[src/u8d_pkg.sv]
package u8d_pkg;

    // Byte classes of the UTF-8 lead byte.
    localparam logic [7:0] LEAD_BAD_MIN = 8'b1111_1000;
    localparam logic [7:0] LEAD_4B_MIN  = 8'b1111_0000;
    localparam logic [7:0] LEAD_3B_MIN  = 8'b1110_0000;
    localparam logic [7:0] LEAD_2B_MIN  = 8'b1100_0000;
    localparam logic [7:0] BYTE_MASK    = 8'hff;

    localparam int POINT_W = 21;

    // Result codes carried on the status port.
    typedef enum logic [2:0] {
        ST_PENDING    = 3'd0,
        ST_READY      = 3'd1,
        ST_BAD_LEAD   = 3'd2,
        ST_SKIPPED    = 3'd3,
        ST_CONT_ERROR = 3'd4,
        ST_BLOCKED    = 3'd5
    } status_t;

    // One input request.
    typedef struct packed {
        logic [7:0] byte_value;
        logic       buffer_end;
    } item_t;

    // One result.
    typedef struct packed {
        logic [POINT_W-1:0] code_point;
        status_t            status;
        logic               error_flag;
    } result_t;

endpackage

[src/u8d_decode.sv]
module u8d_decode
(
    input  logic             clk,
    input  logic             rst_n,
    input  logic             step,
    input  u8d_pkg::item_t   item,
    output u8d_pkg::result_t result
);
    import u8d_pkg::*;

    logic [POINT_W-1:0] partial_reg;
    logic [POINT_W-1:0] partial_next;
    logic [1:0]         remaining_reg;
    logic [1:0]         remaining_next;
    logic               error_reg;
    logic               error_next;
    logic               skip_reg;
    logic               skip_next;

    logic [7:0]         b;
    logic [POINT_W-1:0] shifted;

    assign b       = item.byte_value & BYTE_MASK;
    assign shifted = {partial_reg[POINT_W-7:0], b[5:0]};

    // Decode one byte against the current sequence state.
    always_comb
    begin
        partial_next      = partial_reg;
        remaining_next    = remaining_reg;
        error_next        = error_reg;
        skip_next         = skip_reg;
        result.code_point = '0;
        result.status     = ST_PENDING;

        if (error_reg)
        begin
            result.status = ST_BLOCKED;
        end
        else if (skip_reg)
        begin
            result.status = ST_SKIPPED;
            if (item.buffer_end)
            begin
                skip_next = 1'b0;
            end
        end
        else if (remaining_reg == 2'd0)
        begin
            priority if (!b[7] || b < LEAD_2B_MIN)
            begin
                // ASCII byte or a lone continuation byte.
                result.code_point = {{(POINT_W-8){1'b0}}, b};
                result.status     = ST_READY;
                partial_next      = '0;
            end
            else if (b >= LEAD_BAD_MIN)
            begin
                result.status = ST_BAD_LEAD;
                if (!item.buffer_end)
                begin
                    skip_next = 1'b1;
                end
            end
            else if (b >= LEAD_4B_MIN)
            begin
                partial_next   = {{(POINT_W-3){1'b0}}, b[2:0]};
                remaining_next = 2'd3;
            end
            else if (b >= LEAD_3B_MIN)
            begin
                partial_next   = {{(POINT_W-4){1'b0}}, b[3:0]};
                remaining_next = 2'd2;
            end
            else
            begin
                partial_next   = {{(POINT_W-5){1'b0}}, b[4:0]};
                remaining_next = 2'd1;
            end
        end
        else
        begin
            if (b >= LEAD_2B_MIN)
            begin
                error_next    = 1'b1;
                result.status = ST_CONT_ERROR;
            end
            else
            begin
                partial_next   = shifted;
                remaining_next = remaining_reg - 2'd1;
                if (remaining_reg == 2'd1)
                begin
                    result.code_point = shifted;
                    result.status     = ST_READY;
                end
            end
        end

        result.error_flag = error_next;
    end

    // Sequence state advances once per byte handed to the result register.
    always_ff @(posedge clk or negedge rst_n)
    begin
        if (!rst_n)
        begin
            partial_reg   <= '0;
            remaining_reg <= '0;
            error_reg     <= 1'b0;
            skip_reg      <= 1'b0;
        end
        else if (step)
        begin
            partial_reg   <= partial_next;
            remaining_reg <= remaining_next;
            error_reg     <= error_next;
            skip_reg      <= skip_next;
        end
    end

    // The error state never clears without a reset.
    a_error_sticky: assert property (@(posedge clk) disable iff (!rst_n)
        error_reg |=> error_reg)
        else $error("sticky error cleared");

    // A bad lead byte never raises the error.
    a_bad_lead_no_error: assert property (@(posedge clk) disable iff (!rst_n)
        step && result.status == ST_BAD_LEAD |=> !error_reg)
        else $error("bad lead set the error");

    // Skipping bytes leaves an open sequence untouched.
    a_skip_keeps_seq: assert property (@(posedge clk) disable iff (!rst_n)
        step && skip_reg && !error_reg |=> $stable(remaining_reg) && $stable(partial_reg))
        else $error("skipped byte changed the open sequence");

endmodule

[src/utf8_stream_decoder.sv]
// UTF-8 stream decoder.
// Input channel: in_valid / in_ready with byte_value and buffer_end; one
// byte per request, buffer_end marks the last byte of a software buffer.
// Output channel: out_valid / out_ready with code_point, status and
// error_flag; exactly one result for every accepted byte, in order.
// A byte goes through an input register, is decoded by short logic against
// the sequence state, and lands in the result register, which raises
// out_valid. One byte is accepted every cycle while results are taken,
// set by the single decode step per byte.
// When the receiver stalls, the result register holds its result, the input
// register holds one more byte, and then in_ready drops until out_ready
// returns; nothing is lost or repeated.
// Reset clears both valid bits, the open sequence, the skip state and the
// sticky error. Once the error is set, every byte gets the blocked status
// until the next reset.
module utf8_stream_decoder
(
    input  logic                         clk,
    input  logic                         rst_n,
    input  logic                         in_valid,
    output logic                         in_ready,
    input  logic [7:0]                   byte_value,
    input  logic                         buffer_end,
    output logic                         out_valid,
    input  logic                         out_ready,
    output logic [u8d_pkg::POINT_W-1:0]  code_point,
    output logic [2:0]                   status,
    output logic                         error_flag
);
    import u8d_pkg::*;

    logic    in_valid_reg;
    item_t   item_reg;
    logic    out_valid_reg;
    result_t result_reg;
    result_t result_next;
    logic    advance;

    // The input byte moves on whenever the result slot is free or drains.
    assign advance  = in_valid_reg && (!out_valid_reg || out_ready);
    assign in_ready = !in_valid_reg || advance;

    // Input register.
    always_ff @(posedge clk or negedge rst_n)
    begin
        if (!rst_n)
        begin
            in_valid_reg <= 1'b0;
        end
        else if (in_ready)
        begin
            in_valid_reg <= in_valid;
        end
    end

    always_ff @(posedge clk)
    begin
        if (in_valid && in_ready)
        begin
            item_reg.byte_value <= byte_value;
            item_reg.buffer_end <= buffer_end;
        end
    end

    u8d_decode u_decode
    (
        .clk    (clk),
        .rst_n  (rst_n),
        .step   (advance),
        .item   (item_reg),
        .result (result_next)
    );

    // Result register.
    always_ff @(posedge clk or negedge rst_n)
    begin
        if (!rst_n)
        begin
            out_valid_reg <= 1'b0;
        end
        else if (advance)
        begin
            out_valid_reg <= 1'b1;
        end
        else if (out_ready)
        begin
            out_valid_reg <= 1'b0;
        end
    end

    always_ff @(posedge clk)
    begin
        if (advance)
        begin
            result_reg <= result_next;
        end
    end

    assign out_valid  = out_valid_reg;
    assign code_point = result_reg.code_point;
    assign status     = result_reg.status;
    assign error_flag = result_reg.error_flag;

    // Only a finished code point carries a nonzero value.
    a_cp_zero: assert property (@(posedge clk) disable iff (!rst_n)
        out_valid && result_reg.status != ST_READY |-> code_point == '0)
        else $error("code point set without ready status");

    // Error statuses always come with the error flag.
    a_err_flag: assert property (@(posedge clk) disable iff (!rst_n)
        out_valid && (result_reg.status == ST_BLOCKED
                      || result_reg.status == ST_CONT_ERROR) |-> error_flag)
        else $error("error status without error flag");

    // A held input byte is not dropped while the output stalls.
    a_no_drop: assert property (@(posedge clk) disable iff (!rst_n)
        in_valid_reg && !advance |=> in_valid_reg && $stable(item_reg))
        else $error("held input byte lost");

endmodule
[config.mk]
export PLATFORM = sky130hd
export DESIGN_NAME = utf8_stream_decoder
export DESIGN_NICKNAME = d
export VERILOG_FILES = /design/src/u8d_pkg.sv /design/src/u8d_decode.sv /design/src/utf8_stream_decoder.sv
export SDC_FILE = /design/constraint.sdc
export NUM_CORES = 1
export LEC_CHECK = 0
export BUFFER_PORTS_ARGS = -buffer_cell sky130_fd_sc_hd__buf_4
export CORE_UTILIZATION = 30
export DETAILED_ROUTE_END_ITERATION = 7
export MAX_ROUTING_LAYER = met4
export SLEW_MARGIN = 20
export SYNTH_ARGS = -nofsm -noshare
export SYNTH_HDL_FRONTEND = slang
export SYNTH_SLANG_ARGS = --single-unit
[constraint.sdc]
create_clock -name clk -period 2.4 [get_ports clk]
set_clock_uncertainty 0.15 [all_clocks]
set_input_delay 0.12 -clock clk [delete_from_list [all_inputs] [get_ports clk]]
set_output_delay 0.12 -clock clk [all_outputs]
set_load 0.03 [all_outputs]
### Word-level counts from Yosys, hierarchy flattened

Cells that the tools add are included.

| storage, ports and cells | value |
|---|---|
| register bits after elaboration | 55 |
| input port bits | 13 |
| output and inout bits | 27 |
| logic and storage cells | 70 |

| cells by class | value |
|---|---|
| add/sub/neg operators | 1 |
| $lt $le $gt $ge | 5 |
| equal/unequal tests | 5 |
| mux-type cells | 31 |
| bitwise operators | 2 |
| reductions and logical operators | 14 |

Operator list:

| cell | count |
|---|---|
| 2-to-1 mux 15 bit | 4 |
| 2-to-1 mux 24 bit | 2 |
| >= comparator 8 bit, second input constant | 4 |
| 2-to-1 mux 21 bit | 1 |
| 2-to-1 mux 2 bit | 7 |
| 2-to-1 mux 1 bit | 11 |
| 2-to-1 mux 5 bit | 2 |
| 2-to-1 mux 3 bit | 3 |
| less-than comparator 8 bit, second input constant | 1 |
| 2-to-1 mux 8 bit | 1 |
| AND reduction 6 bit | 1 |
| AND reduction 5 bit | 1 |
| != test 2 bit, second input constant | 2 |
| logical NOT 1 bit | 3 |
| logical OR 1 bit | 3 |
| != test 3 bit, second input constant | 1 |
| equality test 2 x 1 -> 1 bit, second input constant | 1 |
| logical AND 1 bit | 2 |
| logical NOT 2 bit | 1 |
| != test 2 x 1 -> 1 bit, second input constant | 1 |
| NOT 1 bit | 2 |
| AND reduction 2 bit | 1 |
| nonzero test 2 bit | 1 |
| OR reduction 2 bit | 1 |
| subtractor 2 x 1 -> 2 bit, second input constant | 1 |

### Depth between registers and ports, before layout

| logic depth | value |
|---|---|
| word-level depth | 6 |
| depth in mapped cells | 5 |
| depth with buffers taken out | 4 |

### By module

Synthesis repeated with hierarchy kept, for this count alone.

| unflattened totals | value |
|---|---|
| cells, all modules | 147 |
| area, all modules | 2193.4 µm² |

By module, submodules not included:

| module | instances | cells an instance | area an instance (µm²) |
|---|---|---|---|
| utf8_stream_decoder | 1 | 42 | 1124.8 |
| u8d_decode | 1 | 105 | 1068.5 |

### Worst setup path before layout

Ideal clock, no wire load.

| timing | value |
|---|---|
| path type | reg-to-reg |
| from | register out_valid_reg, in the netlist out_valid |
| to | register result_reg (netlist bit code_point[0]), enable pin |
| library setup time | 385 ps |
| data arrival time | 1362 ps |
| slack | 504 ps |
| cell stages (with the launch flop) | 3 |
| buffers on the path | 0 |
| clock period less this slack | 1896 ps |
| cell sequence | dfrtp_1 > nand2b_1 > and2_1 |

| between the ends | value |
|---|---|
| cells in the longest elaborated chain, start to end | 3 |

RTL lines:

| item | line | text |
|---|---|---|
| from (decl) | utf8_stream_decoder.sv:34 | `logic out_valid_reg;` |
| from (signal assigned) | utf8_stream_decoder.sv:79 | `out_valid_reg <= 1'b0;` |
| from (signal assigned) | utf8_stream_decoder.sv:83 | `out_valid_reg <= 1'b1;` |
| from (signal assigned) | utf8_stream_decoder.sv:87 | `out_valid_reg <= 1'b0;` |
| logical NOT 1 bit | utf8_stream_decoder.sv:40 | `assign advance = in_valid_reg && (!out_valid_reg \|\| out_ready);` |
| logical OR 1 bit | utf8_stream_decoder.sv:40 |  |
| logical AND 1 bit | utf8_stream_decoder.sv:40 |  |
| named net advance | utf8_stream_decoder.sv:37 | `logic advance;` |
| to (signal assigned) | utf8_stream_decoder.sv:95 | `result_reg <= result_next;` |
| to (decl) | utf8_stream_decoder.sv:35 | `result_t result_reg;` |

The timed path passes the listed nets, and every way through them passes these cells.
A chain may end at the register's enable or synchronous reset.

### Final worst setup path

| timing | value |
|---|---|
| from | register item_reg[4] (netlist name) |
| to | register u_decode.partial_reg[1] |

| between the ends | value |
|---|---|
| cells in the longest elaborated chain, start to end | 5 |
| elaborated cells between the ends (all ways) | 12 |

RTL lines:

| item | line | text |
|---|---|---|
| from (decl) | utf8_stream_decoder.sv:33 | `item_t item_reg;` |
| >= comparator 8 bit | u8d_decode.sv:65 | `else if (b >= LEAD_4B_MIN)` |
| 2-to-1 mux 5 bit | u8d_decode.sv:65 |  |
| 2-to-1 mux 15 bit | u8d_decode.sv:57 | `else if (b >= LEAD_BAD_MIN)` |
| 2-to-1 mux 15 bit | u8d_decode.sv:50 | `priority if (!b[7] \|\| b < LEAD_2B_MIN)` |
| 2-to-1 mux 15 bit | u8d_decode.sv:48 | `else if (remaining_reg == 2'd0)` |
| to (signal assigned) | u8d_decode.sv:115 | `partial_reg <= partial_next;` |
| to (decl) | u8d_decode.sv:11 | `logic [POINT_W-1:0] partial_reg;` |

Several ways; a longest one is shown, not always the timed one. The select of a mux whose other input is x is not followed.

==> impl_metrics.env <==
export IMPL_timing_fmax_ghz=0.555
export IMPL_synth_seq_cells=55
export IMPL_clockRootBuffer="clkbuf_8"
export IMPL_synth_cells=147
export IMPL_htree_levels=2
export IMPL_setup_viol=0
export IMPL_yosysTopAreaCell="edfxtp_1"
export IMPL_slew_headroom_pct=57.0
export IMPL_end_kind="flip-flop"
export IMPL_worst_slew_pin_slew_ns=0.645
export IMPL_final_area_um2=2780
export IMPL_dp_slack_ns=0.595
export IMPL_nFillCells=662
export IMPL_drc=0
export IMPL_synth_top_family_by_area="simple AND/OR/NAND/NOR gates"
export IMPL_io_pins=40
export IMPL_syn_avg_cell_area_um2=14.7
export IMPL_routedWlPerCell_um=12.5
export IMPL_gp_congestion=0.936
export IMPL_ys_seq_area_share_pct=71.7
export IMPL_synth_area_top_cells="edfxtp_1 47%, dfrtp_1 24%, a22o_1 5.3%, and3_1 3.8%, and2_1 2.6%"
export IMPL_port_buffers=39
export IMPL_multi_input_area_um2=577
export IMPL_die_h_um=86.8
export IMPL_coreArea_um2=6870
export IMPL_drt_iter0_markers=76
export IMPL_finalMaxSlewViolations=0
export IMPL_placed_area_um2=2570
export IMPL_dieArea_um2=7540
export IMPL_cts_sinks=55
export IMPL_cp_arrival_ns=1.87
export IMPL_overflow=0
export IMPL_cts_buffers=5
export IMPL_largest_reg_flops=21
export IMPL_std_cell_rows=30
export IMPL_insertion_delay_ns=0.32
export IMPL_synth_flop_cell="edfxtp_1"
export IMPL_syn_num_nets=160
export IMPL_netlist_area_leader_share_pct=47.3
export IMPL_peakVddDrop_v=0.000293
export IMPL_post_dp_hpwl_um=2550
export IMPL_routed_wl_um=3720
export IMPL_syn_area_um2=2160
export IMPL_synth_mux_area_share_pct=0.928
export IMPL_clock_path_buffers=2
export IMPL_r2r_start="item_reg[4]"
export IMPL_crit_path_start="item_reg[4]"
export IMPL_rsz0062_at_grt="no"
export IMPL_grt_pass1_vias=1262
export IMPL_fin_crit_ns=1.80
export IMPL_path_clk_slew_ns=0.10
export IMPL_hold_class="in -> reg"
export IMPL_p_leak_uw=0.00115
export IMPL_synth_distinct_cells=37
export IMPL_grt_usage_pct=11.3
export IMPL_path_class="reg -> reg"
export IMPL_synth_edf_count=34
export IMPL_ant_nets=0
export IMPL_max_cap_violations=0
export IMPL_synthTopCellsByCount="34 x edfxtp_1, 21 x dfrtp_1, 13 x a22o_1, 13 x and3_1, 9 x and2_1"
export IMPL_post_cts_buffers=0
export IMPL_grt_pass1_wl_um=6210
export IMPL_synth_simple_gate_area_share_pct=14.6
export IMPL_postCtsResizedCells=0
export IMPL_start_kind="flip-flop"
export IMPL_powerDensity_nw_per_um2=860
export IMPL_seqCellArea_um2=1550
export IMPL_status="finished clean"
export IMPL_via_per_inst=4.40
export IMPL_grt_max_degree=27
export IMPL_fp_dieW_um=86.8
export IMPL_synth_compound_area_share_pct=11.2
export IMPL_layout_setup_ws_ns=0.598
export IMPL_num_vias=1316
export IMPL_synth_warnings=0
export IMPL_diodes=0
export IMPL_fin_nets=215
export IMPL_drt_pre_antenna_iters=4
export IMPL_synth_most_common_cell="edfxtp_1"
export IMPL_setup_tns_final_ns=0
export IMPL_worst_path_max_fanout=15
export IMPL_drive_gt1_share_pct=27.6
export IMPL_synthAdderAreaFrac_pct=0
export IMPL_worst_endpoint_required_ns=2.47
export IMPL_start_util_pct=31.4
export IMPL_antenna_found_initial=0
export IMPL_hold_viol_final=0
export IMPL_cts_tree="done"
export IMPL_async_flop_share_pct=38.2
export IMPL_hold_path_startpoint="out_ready"
export IMPL_synth_xor_area_share_pct=0
export IMPL_area_delta_synth_final_pct=28.9
export IMPL_finalCritPeriodShare_pct=75.1
[through the flow]
step	power (uW)	instances	hold slack [ns]	util, %
4_1_cts	2420	299	0.0491	40.5
3_3_place_gp	1860	279	-0.129	37.4
2_1_floorplan	1680	147	-0.326	-
3_5_place_dp	1870	279	-0.125	37.4
6_report	2390	299	0.0519	40.5
5_1_grt	2530	299	0.0900	40.5
[critical path: stages (launching register included)]
cell and delay (ns):
edfxtp_1 0.48, a311oi_2 0.35, o2111ai_2 0.37, a22o_1 0.35
[report_power, final]
part	switching, uW	total (uW)	leakage, uW	internal (uW)
Sequential	126	1310	0.000597	1180
Combinational	302	544	0.000503	242
Clock	321	538	0.0000467	217
Total	749	2390	0.00115	1640
[layer usage]
| metal | wire length, um | GRT usage [%] | share of wire [%] | vias up |
|---|---|---|---|---|
| met3 | 157 | 3.24 | 4.2 | 6 |
| met4 | 68 | 5.15 | 1.8 | 0 |
| met5 | 0 | - | 0 | - |
| li1 | - | - | - | 662 |
| met1 | 1740 | 14.0 | 47 | 614 |
| met2 | 1760 | 17.2 | 47 | 34 |
[logic make-up after synthesis]
logic type,count (synthesis)
mux,2
buf+inv,8
flops,55
compound gates,30
simple gates,52
[placed cells by master, fill, tap and decap left out, types with 2 or more instances in the layout]
master and count:
nand2b_1 4, edfxtp_1 34, clkbuf_8 5, nor2b_1 3
buf_4 42, and3_1 13, nor3_1 2, inv_1 2
nand2_1 7, mux2i_1 2, dlygate4sd3_1 12, a22o_1 13
nor2_1 4, a21oi_1 3, dfrtp_1 21, and2_1 9
o21ai_0 2, or2_1 3
[layout make-up]
type,count,share of cell area [%]
Tap cell,96,4.32
Inverter,2,0.270
Clock buffer,5,2.47
Multi-Input combinational cell,84,20.7
Timing Repair Buffer,54,15.6
Sequential cell,55,55.6
Clock inverter,3,0.989
[worst paths after layout]
| path | cells after the start | slack (ns) | endpoint |
|---|---|---|---|
| max | 3 | 0.60 | u_decode.partial_reg[1] |
| min | 3 | 0.05 | out_valid |
| max reg2reg | 3 | 0.60 | u_decode.partial_reg[1] |
| min reg2reg | 1 | 0.27 | u_decode.skip_reg |
| max in group asynchronous | 2 | 1.81 | u_decode.partial_reg[4] |
| min in group asynchronous | 2 | 0.06 | out_valid |
[timing repair]
action                                  4_1_cts  5_1_grt
endpoints found under the setup margin        0        0
hold buffers                                 12        0
endpoints found under the hold margin        31        0
Power figures use the tool's default switching activity.
